===== config.mk =====
export PLATFORM = sky130hd
export DESIGN_NAME = trial_division_prime_test_unit_flat
export DESIGN_NICKNAME = d
export VERILOG_FILES = /design/src/rtl/tdpt_pkg.sv /design/src/rtl/tdpt_req_if.sv /design/src/rtl/tdpt_rsp_if.sv /design/src/rtl/tdpt_divider.sv /design/src/rtl/trial_division_prime_test_unit.sv /design/src/flat_wrapper.sv
export VERILOG_INCLUDE_DIRS = /design/src /design/src/rtl
export SDC_FILE = /design/constraint.sdc
export NUM_CORES = 1
export LEC_CHECK = 0
export BUFFER_PORTS_ARGS = -buffer_cell sky130_fd_sc_hd__buf_2
export CAP_MARGIN = 20
export CORE_UTILIZATION = 25
export DETAILED_ROUTE_END_ITERATION = 7
export PLACE_DENSITY = 0.51
export SYNTH_ARGS = -nofsm -noshare
export SYNTH_HDL_FRONTEND = slang
export SYNTH_HIERARCHICAL = 1
export SYNTH_SLANG_ARGS = --single-unit

===== constraint.sdc =====
create_clock -name clk -period 8.1 [get_ports clk]
set_input_delay 0.405 -clock clk [delete_from_list [all_inputs] [get_ports clk]]
set_output_delay 0.405 -clock clk [all_outputs]
set_load 0.005 [all_outputs]

===== src/rtl/trial_division_prime_test_unit_macros.svh =====
// ----------------------------------------------------------------------------
// Assertion macros for the trial division prime test unit
// Clocked concurrent checks with an asynchronous active-low reset disable.
// ----------------------------------------------------------------------------
`ifndef TRIAL_DIVISION_PRIME_TEST_UNIT_MACROS_SVH
`define TRIAL_DIVISION_PRIME_TEST_UNIT_MACROS_SVH

`ifndef SYNTH

// Consequent must hold in the same cycle as the antecedent.
`define TDPT_ASSERT_SAME(lbl, clk_sig, rst_n_sig, ante, cons, msg) \
	lbl: assert property (@(posedge clk_sig) disable iff (!(rst_n_sig)) \
		(ante) |-> (cons)) else $error(msg);

// Consequent must hold in the cycle after the antecedent.
`define TDPT_ASSERT_NEXT(lbl, clk_sig, rst_n_sig, ante, cons, msg) \
	lbl: assert property (@(posedge clk_sig) disable iff (!(rst_n_sig)) \
		(ante) |=> (cons)) else $error(msg);

`else

`define TDPT_ASSERT_SAME(lbl, clk_sig, rst_n_sig, ante, cons, msg)
`define TDPT_ASSERT_NEXT(lbl, clk_sig, rst_n_sig, ante, cons, msg)

`endif

`endif


===== src/rtl/tdpt_pkg.sv =====
// ----------------------------------------------------------------------------
// tdpt_pkg
// Shared constants, FSM state type and control and status structs of the prime tester.
// ----------------------------------------------------------------------------
`default_nettype none

package tdpt_pkg;

	// Bits of the number that take part in the test (4..32).
	localparam int VALUE_WIDTH   = 16;
	// Fixed widths of the request and response fields.
	localparam int NUMBER_WIDTH  = 16;
	localparam int FACTOR_WIDTH  = 16;
	// Divisor squared can reach 2**VALUE_WIDTH before the loop ends.
	localparam int SQ_WIDTH      = VALUE_WIDTH + 2;
	localparam int CNT_WIDTH     = $clog2(VALUE_WIDTH + 1);
	localparam int FIRST_DIVISOR = 2;

	typedef enum logic [1:0] {
		ST_IDLE,
		ST_TEST,
		ST_DIVIDE,
		ST_FINISH
	} state_t;

	typedef struct packed {
		logic                   start;
		logic [VALUE_WIDTH-1:0] dividend;
		logic [VALUE_WIDTH-1:0] divisor;
	} div_ctrl_t;

	typedef struct packed {
		logic busy;
		logic done;
	} div_stat_t;

endpackage

`default_nettype wire


===== src/rtl/tdpt_req_if.sv =====
// ----------------------------------------------------------------------------
// tdpt_req_if
// Request channel: one number to test per valid/ready transfer.
// ----------------------------------------------------------------------------
`default_nettype none

interface tdpt_req_if;
	logic                             valid;
	logic                             ready;
	logic [tdpt_pkg::NUMBER_WIDTH-1:0] number;

	modport source (output valid, output number, input ready);
	modport sink   (input valid, input number, output ready);
endinterface

`default_nettype wire


===== src/rtl/tdpt_rsp_if.sv =====
// ----------------------------------------------------------------------------
// tdpt_rsp_if
// Response channel: primality flag and smallest factor per valid/ready transfer.
// ----------------------------------------------------------------------------
`default_nettype none

interface tdpt_rsp_if;
	logic                             valid;
	logic                             ready;
	logic                             prime_flag;
	logic [tdpt_pkg::FACTOR_WIDTH-1:0] smallest_factor;

	modport source (output valid, output prime_flag, output smallest_factor, input ready);
	modport sink   (input valid, input prime_flag, input smallest_factor, output ready);
endinterface

`default_nettype wire


===== src/rtl/tdpt_divider.sv =====
// ----------------------------------------------------------------------------
// tdpt_divider
// Bit-serial restoring remainder unit, one dividend bit per cycle.
// ----------------------------------------------------------------------------
`default_nettype none

`include "trial_division_prime_test_unit_macros.svh"

module tdpt_divider (
	input  wire logic                              clk,
	input  wire logic                              arst_n,
	input  wire tdpt_pkg::div_ctrl_t               ctrl,
	output tdpt_pkg::div_stat_t                    stat,
	output logic [tdpt_pkg::VALUE_WIDTH-1:0]       remainder
);

	localparam int VW = tdpt_pkg::VALUE_WIDTH;
	localparam int CW = tdpt_pkg::CNT_WIDTH;

	logic [VW-1:0] shift_q;
	logic [VW-1:0] divisor_q;
	logic [VW-1:0] rem_q;
	logic [CW-1:0] cnt_q;
	logic          done_q;
	logic [VW:0]   trial;
	logic [VW:0]   diff;
	logic          fits;

	// Bring down the next dividend bit and subtract when the divisor fits.
	assign trial = {rem_q, shift_q[VW-1]};
	assign diff  = trial - {1'b0, divisor_q};
	assign fits  = (trial >= {1'b0, divisor_q});

	always_ff @(posedge clk or negedge arst_n) begin
		if (!arst_n) begin
			cnt_q  <= '0;
			done_q <= 1'b0;
		end else begin
			done_q <= (cnt_q == CW'(1));
			if (ctrl.start) begin
				cnt_q <= CW'(VW);
			end else if (cnt_q != '0) begin
				cnt_q <= cnt_q - CW'(1);
			end
		end
	end

	always_ff @(posedge clk) begin
		if (ctrl.start) begin
			shift_q   <= ctrl.dividend;
			divisor_q <= ctrl.divisor;
			rem_q     <= '0;
		end else if (cnt_q != '0) begin
			shift_q <= {shift_q[VW-2:0], 1'b0};
			rem_q   <= fits ? diff[VW-1:0] : trial[VW-1:0];
		end
	end

	assign stat.busy = (cnt_q != '0);
	assign stat.done = done_q;
	assign remainder = rem_q;

	`TDPT_ASSERT_NEXT(a_start_loads_count, clk, arst_n, ctrl.start, cnt_q == CW'(VW),
		"divider count not loaded on start")
	`TDPT_ASSERT_SAME(a_done_when_drained, clk, arst_n, done_q, cnt_q == '0,
		"divider done while bits remain")
	`TDPT_ASSERT_NEXT(a_done_single_pulse, clk, arst_n, done_q && !ctrl.start, !done_q,
		"divider done held for more than one cycle")

endmodule

`default_nettype wire


===== src/rtl/trial_division_prime_test_unit.sv =====
// ----------------------------------------------------------------------------
// trial_division_prime_test_unit
// Trial-division primality test with a bit-serial remainder unit.
// ----------------------------------------------------------------------------
// Each request carries one number; its low VALUE_WIDTH bits are tested and
// exactly one response follows: prime_flag, and smallest_factor, the first
// divisor 2, 3, 4, ... that leaves no remainder (0 when the number is prime).
// Divisors are tried while divisor squared does not exceed the number; the
// square is kept exactly by adding 2d+1 per step, with no square root. Zero
// and one are reported as not prime. For each trial divisor the TEST state
// compares the square and starts the divider, the divider works through all
// VALUE_WIDTH dividend bits, and the DIVIDE state takes its result. One
// number is tested at a time; the request side is ready whenever the tester
// is idle, while the last response may still sit in the output register
// waiting for the sink.
// ----------------------------------------------------------------------------
`default_nettype none

`include "trial_division_prime_test_unit_macros.svh"

module trial_division_prime_test_unit (
	input  wire logic  clk,
	input  wire logic  arst_n,
	tdpt_req_if.sink   req,
	tdpt_rsp_if.source rsp
);

	localparam int VW = tdpt_pkg::VALUE_WIDTH;
	localparam int SW = tdpt_pkg::SQ_WIDTH;
	localparam int FW = tdpt_pkg::FACTOR_WIDTH;

	tdpt_pkg::state_t    state_q;
	tdpt_pkg::state_t    state_d;
	tdpt_pkg::div_ctrl_t div_ctrl;
	tdpt_pkg::div_stat_t div_stat;

	logic [VW-1:0] number_q;     // held number
	logic [VW-1:0] divisor_q;    // current trial divisor
	logic [SW-1:0] square_q;     // divisor_q squared
	logic          prime_q;
	logic [FW-1:0] factor_q;
	logic [VW-1:0] remainder;

	logic          out_valid_q;
	logic          out_prime_q;
	logic [FW-1:0] out_factor_q;

	logic req_take;
	logic below_two;
	logic past_root;
	logic div_hit;
	logic load_out;

	assign req_take  = req.valid && req.ready;
	assign below_two = (number_q < VW'(tdpt_pkg::FIRST_DIVISOR));
	assign past_root = (square_q > SW'(number_q));
	assign div_hit   = (remainder == '0);

	// Next state.
	always_comb begin
		state_d = state_q;
		case (state_q)
			tdpt_pkg::ST_IDLE: begin
				if (req.valid) begin
					state_d = tdpt_pkg::ST_TEST;
				end
			end
			tdpt_pkg::ST_TEST: begin
				if (below_two || past_root) begin
					state_d = tdpt_pkg::ST_FINISH;
				end else begin
					state_d = tdpt_pkg::ST_DIVIDE;
				end
			end
			tdpt_pkg::ST_DIVIDE: begin
				if (div_stat.done) begin
					state_d = div_hit ? tdpt_pkg::ST_FINISH : tdpt_pkg::ST_TEST;
				end
			end
			tdpt_pkg::ST_FINISH: begin
				if (!out_valid_q || rsp.ready) begin
					state_d = tdpt_pkg::ST_IDLE;
				end
			end
			default: state_d = tdpt_pkg::ST_IDLE;
		endcase
	end

	// FSM outputs.
	always_comb begin
		req.ready         = 1'b0;
		load_out          = 1'b0;
		div_ctrl.start    = 1'b0;
		div_ctrl.dividend = number_q;
		div_ctrl.divisor  = divisor_q;
		case (state_q)
			tdpt_pkg::ST_IDLE:   req.ready      = 1'b1;
			tdpt_pkg::ST_TEST:   div_ctrl.start = !below_two && !past_root;
			tdpt_pkg::ST_DIVIDE: ;
			tdpt_pkg::ST_FINISH: load_out       = !out_valid_q || rsp.ready;
			default: ;
		endcase
	end

	always_ff @(posedge clk or negedge arst_n) begin
		if (!arst_n) begin
			state_q     <= tdpt_pkg::ST_IDLE;
			out_valid_q <= 1'b0;
		end else begin
			state_q <= state_d;
			if (load_out) begin
				out_valid_q <= 1'b1;
			end else if (rsp.ready) begin
				out_valid_q <= 1'b0;
			end
		end
	end

	// Trial loop datapath.
	always_ff @(posedge clk) begin
		if (req_take) begin
			number_q  <= VW'(req.number);
			divisor_q <= VW'(tdpt_pkg::FIRST_DIVISOR);
			square_q  <= SW'(tdpt_pkg::FIRST_DIVISOR * tdpt_pkg::FIRST_DIVISOR);
			prime_q   <= 1'b0;
			factor_q  <= '0;
		end else if (state_q == tdpt_pkg::ST_TEST) begin
			// Zero and one are not prime; no divisor up to the root means prime.
			if (below_two) begin
				prime_q <= 1'b0;
			end else if (past_root) begin
				prime_q <= 1'b1;
			end
		end else if (state_q == tdpt_pkg::ST_DIVIDE && div_stat.done) begin
			if (div_hit) begin
				prime_q  <= 1'b0;
				factor_q <= FW'(divisor_q);
			end else begin
				// (d+1)^2 = d^2 + 2d + 1
				square_q  <= square_q + SW'({divisor_q, 1'b1});
				divisor_q <= divisor_q + VW'(1);
			end
		end
	end

	// Output register: hold the response until the sink takes it.
	always_ff @(posedge clk) begin
		if (load_out) begin
			out_prime_q  <= prime_q;
			out_factor_q <= factor_q;
		end
	end

	assign rsp.valid           = out_valid_q;
	assign rsp.prime_flag      = out_prime_q;
	assign rsp.smallest_factor = out_factor_q;

	tdpt_divider u_divider (
		.clk       (clk),
		.arst_n    (arst_n),
		.ctrl      (div_ctrl),
		.stat      (div_stat),
		.remainder (remainder)
	);

	`TDPT_ASSERT_NEXT(a_take_starts_test, clk, arst_n, req_take,
		state_q == tdpt_pkg::ST_TEST, "accepted request did not start a test")
	`TDPT_ASSERT_SAME(a_start_when_free, clk, arst_n, div_ctrl.start,
		!div_stat.busy, "divider restarted while busy")
	`TDPT_ASSERT_SAME(a_prime_no_factor, clk, arst_n, out_valid_q && out_prime_q,
		out_factor_q == '0, "prime response carries a factor")
	`TDPT_ASSERT_NEXT(a_load_sets_valid, clk, arst_n, load_out, out_valid_q,
		"finished response not presented")

endmodule

`default_nettype wire

===== src/flat_wrapper.sv =====
// flat-port wrapper written by rule: the top's interface ports become plain ports
module trial_division_prime_test_unit_flat 
  (clk, arst_n, req_valid, req_number, req_ready, rsp_valid, rsp_prime_flag, rsp_smallest_factor, rsp_ready);
  tdpt_req_if req_i ();
  tdpt_rsp_if rsp_i ();
  input  wire logic clk;
  input  wire logic arst_n;
  input wire logic [$bits(req_i.valid)-1:0] req_valid;
  input wire logic [$bits(req_i.number)-1:0] req_number;
  output wire logic [$bits(req_i.ready)-1:0] req_ready;
  output wire logic [$bits(rsp_i.valid)-1:0] rsp_valid;
  output wire logic [$bits(rsp_i.prime_flag)-1:0] rsp_prime_flag;
  output wire logic [$bits(rsp_i.smallest_factor)-1:0] rsp_smallest_factor;
  input wire logic [$bits(rsp_i.ready)-1:0] rsp_ready;
  assign req_i.valid = req_valid;
  assign req_i.number = req_number;
  assign req_ready = req_i.ready;
  assign rsp_valid = rsp_i.valid;
  assign rsp_prime_flag = rsp_i.prime_flag;
  assign rsp_smallest_factor = rsp_i.smallest_factor;
  assign rsp_i.ready = rsp_ready;
  trial_division_prime_test_unit u_core (.clk(clk), .arst_n(arst_n), .req(req_i), .rsp(rsp_i));
endmodule

# ---- Word level (Yosys, flattened, before mapping)
# Cells that the tools add are included.
dict set report op_classes {
  order_cmp 3
  reduce_logical 19
  bitwise 2
  n_eq_ne 8
  mux 21
  add_sub_neg 4
}
# cell n
set ops {}
lappend ops {{$mux W16} 3}
lappend ops {{$add A18 B17 Y18} 1}
lappend ops {{$gt A18 B16 Y1} 1}
lappend ops {{$ge A17 B16 Y1} 1}
lappend ops {{$add A16 B1 Y16 const B} 1}
lappend ops {{$logic_not A16 Y1} 1}
lappend ops {{$lt A16 B2 Y1 const B} 1}
lappend ops {{$sub A16 B16 Y16} 1}
lappend ops {{$reduce_and A3 Y1} 4}
lappend ops {{$mux W1} 11}
lappend ops {{$mux W5} 2}
lappend ops {{$mux W2} 4}
lappend ops {{$pmux W2 S4} 1}
lappend ops {{$reduce_bool A2 Y1} 4}
lappend ops {{$eq A5 B1 Y1 const B} 1}
lappend ops {{$reduce_bool A5 Y1} 1}
lappend ops {{$sub A5 B1 Y5 const B} 1}
lappend ops {{$eq A2 B2 Y1 const B} 2}
lappend ops {{$ne A2 B2 Y1 const B} 2}
lappend ops {{$logic_and A1 B1 Y1} 3}
lappend ops {{$logic_not A1 Y1} 3}
lappend ops {{$ne A3 B1 Y1 const B} 1}
lappend ops {{$eq A2 B1 Y1 const B} 1}
lappend ops {{$logic_not A2 Y1} 1}
lappend ops {{3 further kinds} 5}
dict set report word_totals {
  ff_bits 141
  inputBits 20
}

# ---- Depth between registers and ports, before layout
dict set report depth {
  word_depth 5
  depth_mapped 11
  ltp_nobuf 11
}

# ---- By module
# The synthesis kept the hierarchy.
# mod area_each_um2 cells_each seq_area_each_um2 instances
set by_module_without_submodules {}
lappend by_module_without_submodules {trial_division_prime_test_unit 4410.5 441 2087.0 1}
lappend by_module_without_submodules {tdpt_divider 3175.5 309 1431.4 1}

# ---- Least setup slack after synthesis
# No wires, ideal clock.
dict set report synth_path {
  kind {flip-flop to flip-flop}
  startpoint {register u_core.number_q[9]}
  endpoint {register u_core.u_divider.shift_q[10], data pin}
  arrival_time_ps 3265
  path_stages_with_launch 11
  slack_ps 4575
  n_path_buf 2
  path_cell_list {edfxtp_1 -> inv_1 -> ha_1 -> a41oi_1 -> o21ai_0 -> a211oi_1 -> a22oi_1 -> nor2_1 -> clkbuf_1 -> buf_1 -> mux2_2}
}
# item line_no
set synth_rtl {}
lappend synth_rtl {{start, declared} trial_division_prime_test_unit.sv:37} ;# logic [VW-1:0] number_q;
lappend synth_rtl {{start signal, assigned} trial_division_prime_test_unit.sv:122} ;# number_q <= VW'(req.number);
lappend synth_rtl {{end signal, assigned} tdpt_divider.sv:50} ;# shift_q <= ctrl.dividend;
lappend synth_rtl {{end signal, assigned} tdpt_divider.sv:54} ;# shift_q <= {shift_q[VW-2:0], 1'b0};
lappend synth_rtl {{end, declared} tdpt_divider.sv:20} ;# logic [VW-1:0] shift_q;

==> results.cfg <==
[status]
status = finished, final reports clean

[floorplanning]
die_y_um = 176
num_rows = 63
initial_core_util_pct = 25.5
io_pins = 39
fp.dieW_um = 176
core_mm2 = 0.0297
die-area_mm2 = 0.0310

[power]
seqPwrFrac_pct = 34.6
swShare_pct = 39.1
clkPwrFrac_pct = 24.0
p_int_w = 0.00201
p_leak_nw = 3.47
ir_drop_v = 0.000178
comb_power_share_pct = 41.5
power.density_mw_per_mm2 = 376
total_power_w = 0.00330
p_sw_w = 0.00129

[routing]
via_per_inst = 4.77
dr_total_vias = 5652
initialDrtViolationCount = 347
drc = 0
detail_route.first_pass.iterations = 6
ant_nets = 0
wire_per_inst_um = 15.7
drt-total-wl_um = 18700

[worst_setup_path]
crit_fanout = 56
reg2reg_setup_slack_ns = 4.83
critical_path_class = reg2reg
startpoint_type = flop
critPathArrivalTime_ns = 3.32
cp.required_ns = 8.15
end_kind = flop

[global_routing]
first_global_vias = 5675
grt_start_max_net_pins = 59
gr-total-overflow = 0
grt.total_usage_pct = 12.6
use_met2_pct = 22.0
antenna_found_initial = 0
top_usage_layer = met2
gr-usage-met3_pct = 2.65
grt_pass1_wl_um = 30600
globalRouteMet1Util_pct = 15.5

[logic_synthesis]
synth_commonest_cells = 77 x nor2_1, 67 x dfxtp_1, 65 x edfxtp_1
synth_area_leaders = edfxtp_1 26%, dfxtp_1 18%, ha_1 8.6%
async_reset_ff_share_pct = 6.38
ys.flop_type = dfxtp_1
yosysUniqueCellTypes = 77
synth_edf_count = 65
yosysWarnings = 6
yosys.area.top_type = edfxtp_1
synth_area_per_cell_um2 = 10.1
synth_seq_cells = 141
syn_area_mm2 = 0.00759
synthesis.instances = 750
synth_top_area_share_pct = 25.7
synth_fp_nets = 824
synth.most_common_cell = nor2_1
yosysSeqAreaShare_pct = 46.4

[clock_tree]
cts.sinks = 141
clk_latency_ns = 0.43
cts_root_buf = clkbuf_16
htreeDepth = 4
cts_tree = done
clock_path_buffers = 2
cts_setup_buffers = 0
clk_pin_slew_ns = 0.07
cts_buffers = 17

[run]
maxCapViolCount = 0

[sta]
clock.fmax_mhz = 306
finClkSkew_ns = 0.0122
setup_tns_ns = 0
fin_ws_ns = 4.83
finalMaxSlewViolations = 0
finalSetupViolCount = 0
slew_headroom_pct = 48.8
max_slew.worst_pin.slew_ns = 0.768
hold_viol = 0
rsz0062_at_grt = false
fin_crit_sh_pct = 40.3
fin_crit_ns = 3.27

[placed_design]
dp_hpwl_um = 13200
dp_slack_ns = 4.75
io_buffers = 38
dpl-instance-area_mm2 = 0.00816
gp_congestion = 0.808

[finish]
fill_cells = 3079
antenna_cells = 0
final_cell_area_mm2 = 0.00878
layout-drive-gt1-share_pct = 14.4
syn2layout_area_growth_pct = 15.8
nNetsFinal = 857

[min_path]
hold_path_class = in2reg
area by class of cell:
class | instances | area, um2 | share of cell area, %
Timing Repair Buffer | 45 | 253 | 2.88
Clock buffer | 18 | 450 | 5.13
Inverter | 52 | 195 | 2.22
Clock inverter | 14 | 148 | 1.68
Sequential cell | 141 | 3520 | 40.1
Multi-Input combinational cell | 526 | 3730 | 42.5
Tap cell | 390 | 488 | 5.56
metrics by stage:
step / cells / hold WS (ns) / util, %
floorplan: 750 / 0.109 / -
global placement: 1152 / 0.283 / 27.5
detailed placement: 1152 / 0.287 / 27.5
CTS: 1185 / 0.135 / 29.5
global route: 1186 / 0.133 / 29.6
finish: 1186 / 0.155 / 29.6
state kept, by name (all words and copies together) (netlist names):
name                        flops
u_core/square_q                18
u_core/divisor_q               16
u_core/factor_q                16
u_core/number_q                16
u_core/rsp.smallest_factor     16
u_core/u_divider/divisor_q     16
u_core/u_divider/remainder     16
u_core/u_divider/shift_q       16
u_core/u_divider/cnt_q          5
u_core/state_q                  2
u_core/prime_q                  1
u_core/rsp.prime_flag           1
u_core/rsp.valid                1
u_core/u_divider/done_q         1
cells by family (layout without fill, tap and decap cells):
kind of cell / after synthesis / after routing / share of synthesized area (%)
mux: 35 / 35 / 4.95
simple gates: 235 / 235 / 15.6
fa+ha+maj: 54 / 54 / 9.10
flops: 141 / 141 / 46.4
compound gates: 168 / 168 / 15.4
xor+xnor: 34 / 34 / 3.93
buf+inv: 83 / 129 / 4.63
layer usage:
metal | vias to the layer above | wire [um]
met1 | 2711 | 8520
met4 | 0 | 231
met3 | 18 | 592
met2 | 90 | 9320
li1 | 2833 | -
met5 | - | 0
final timing paths:
check	start	endpoint	cells after the start
max reg2reg	u_core/number_q[13]	u_core/u_divider/shift_q[4]	10
min in group asynchronous	arst_n	u_core/u_divider/cnt_q[3]	2
min	req_number[3]	u_core/number_q[3]	1
max	u_core/number_q[13]	u_core/u_divider/shift_q[4]	10
max in group asynchronous	arst_n	u_core/u_divider/cnt_q[1]	2
min reg2reg	u_core/factor_q[3]	u_core/rsp.smallest_factor[3]	0
layout by cell type, fill, tap and decap left out, types with 6 or more instances in the layout:
master     count
nor2_1        76
ha_1          52
xnor2_1       20
buf_2         38
clkbuf_16     18
nor3_1        16
nor4_1        16
mux2_2        16
dfxtp_1       67
mux2i_1       18
a21o_1         9
o21ai_0       30
inv_1         50
dfrtp_1        9
xor2_1        14
nand2_1       45
edfxtp_1      65
a211oi_1      17
o211ai_1       7
nand4_1       13
a21oi_1       34
o21bai_1       6
nand3_1       22
repair_timing:
item / in CTS / in global routing
hold buffers: 1 / 0
resized for setup: 0 / 0
hold endpoints to repair: 9 / 0
critical path, stage by stage, from the launching register on:
cell	delay, ns
edfxtp_1	0.37
inv_1	0.06
ha_1	0.31
a211oi_1	0.21
o21ai_0	0.15
a211oi_1	0.23
a22oi_1	0.18
nor2_4	0.13
buf_4	0.53
nor2_1	0.18
inv_1	0.50
power groups by stage:
| stage | Sequential [W] | Clock [W] | Combinational (W) |
|---|---|---|---|
| 3_3_place_gp | 0.00116 | 0 | 0.00135 |
| 4_1_cts | 0.00115 | 0.000810 | 0.00136 |
| 2_1_floorplan | 0.00110 | 0 | 0.00106 |
| 5_1_grt | 0.00117 | 0.000843 | 0.00153 |
| 6_report | 0.00114 | 0.000792 | 0.00137 |
| 3_5_place_dp | 0.00116 | 0 | 0.00135 |
(Power assumes the default switching activity.)
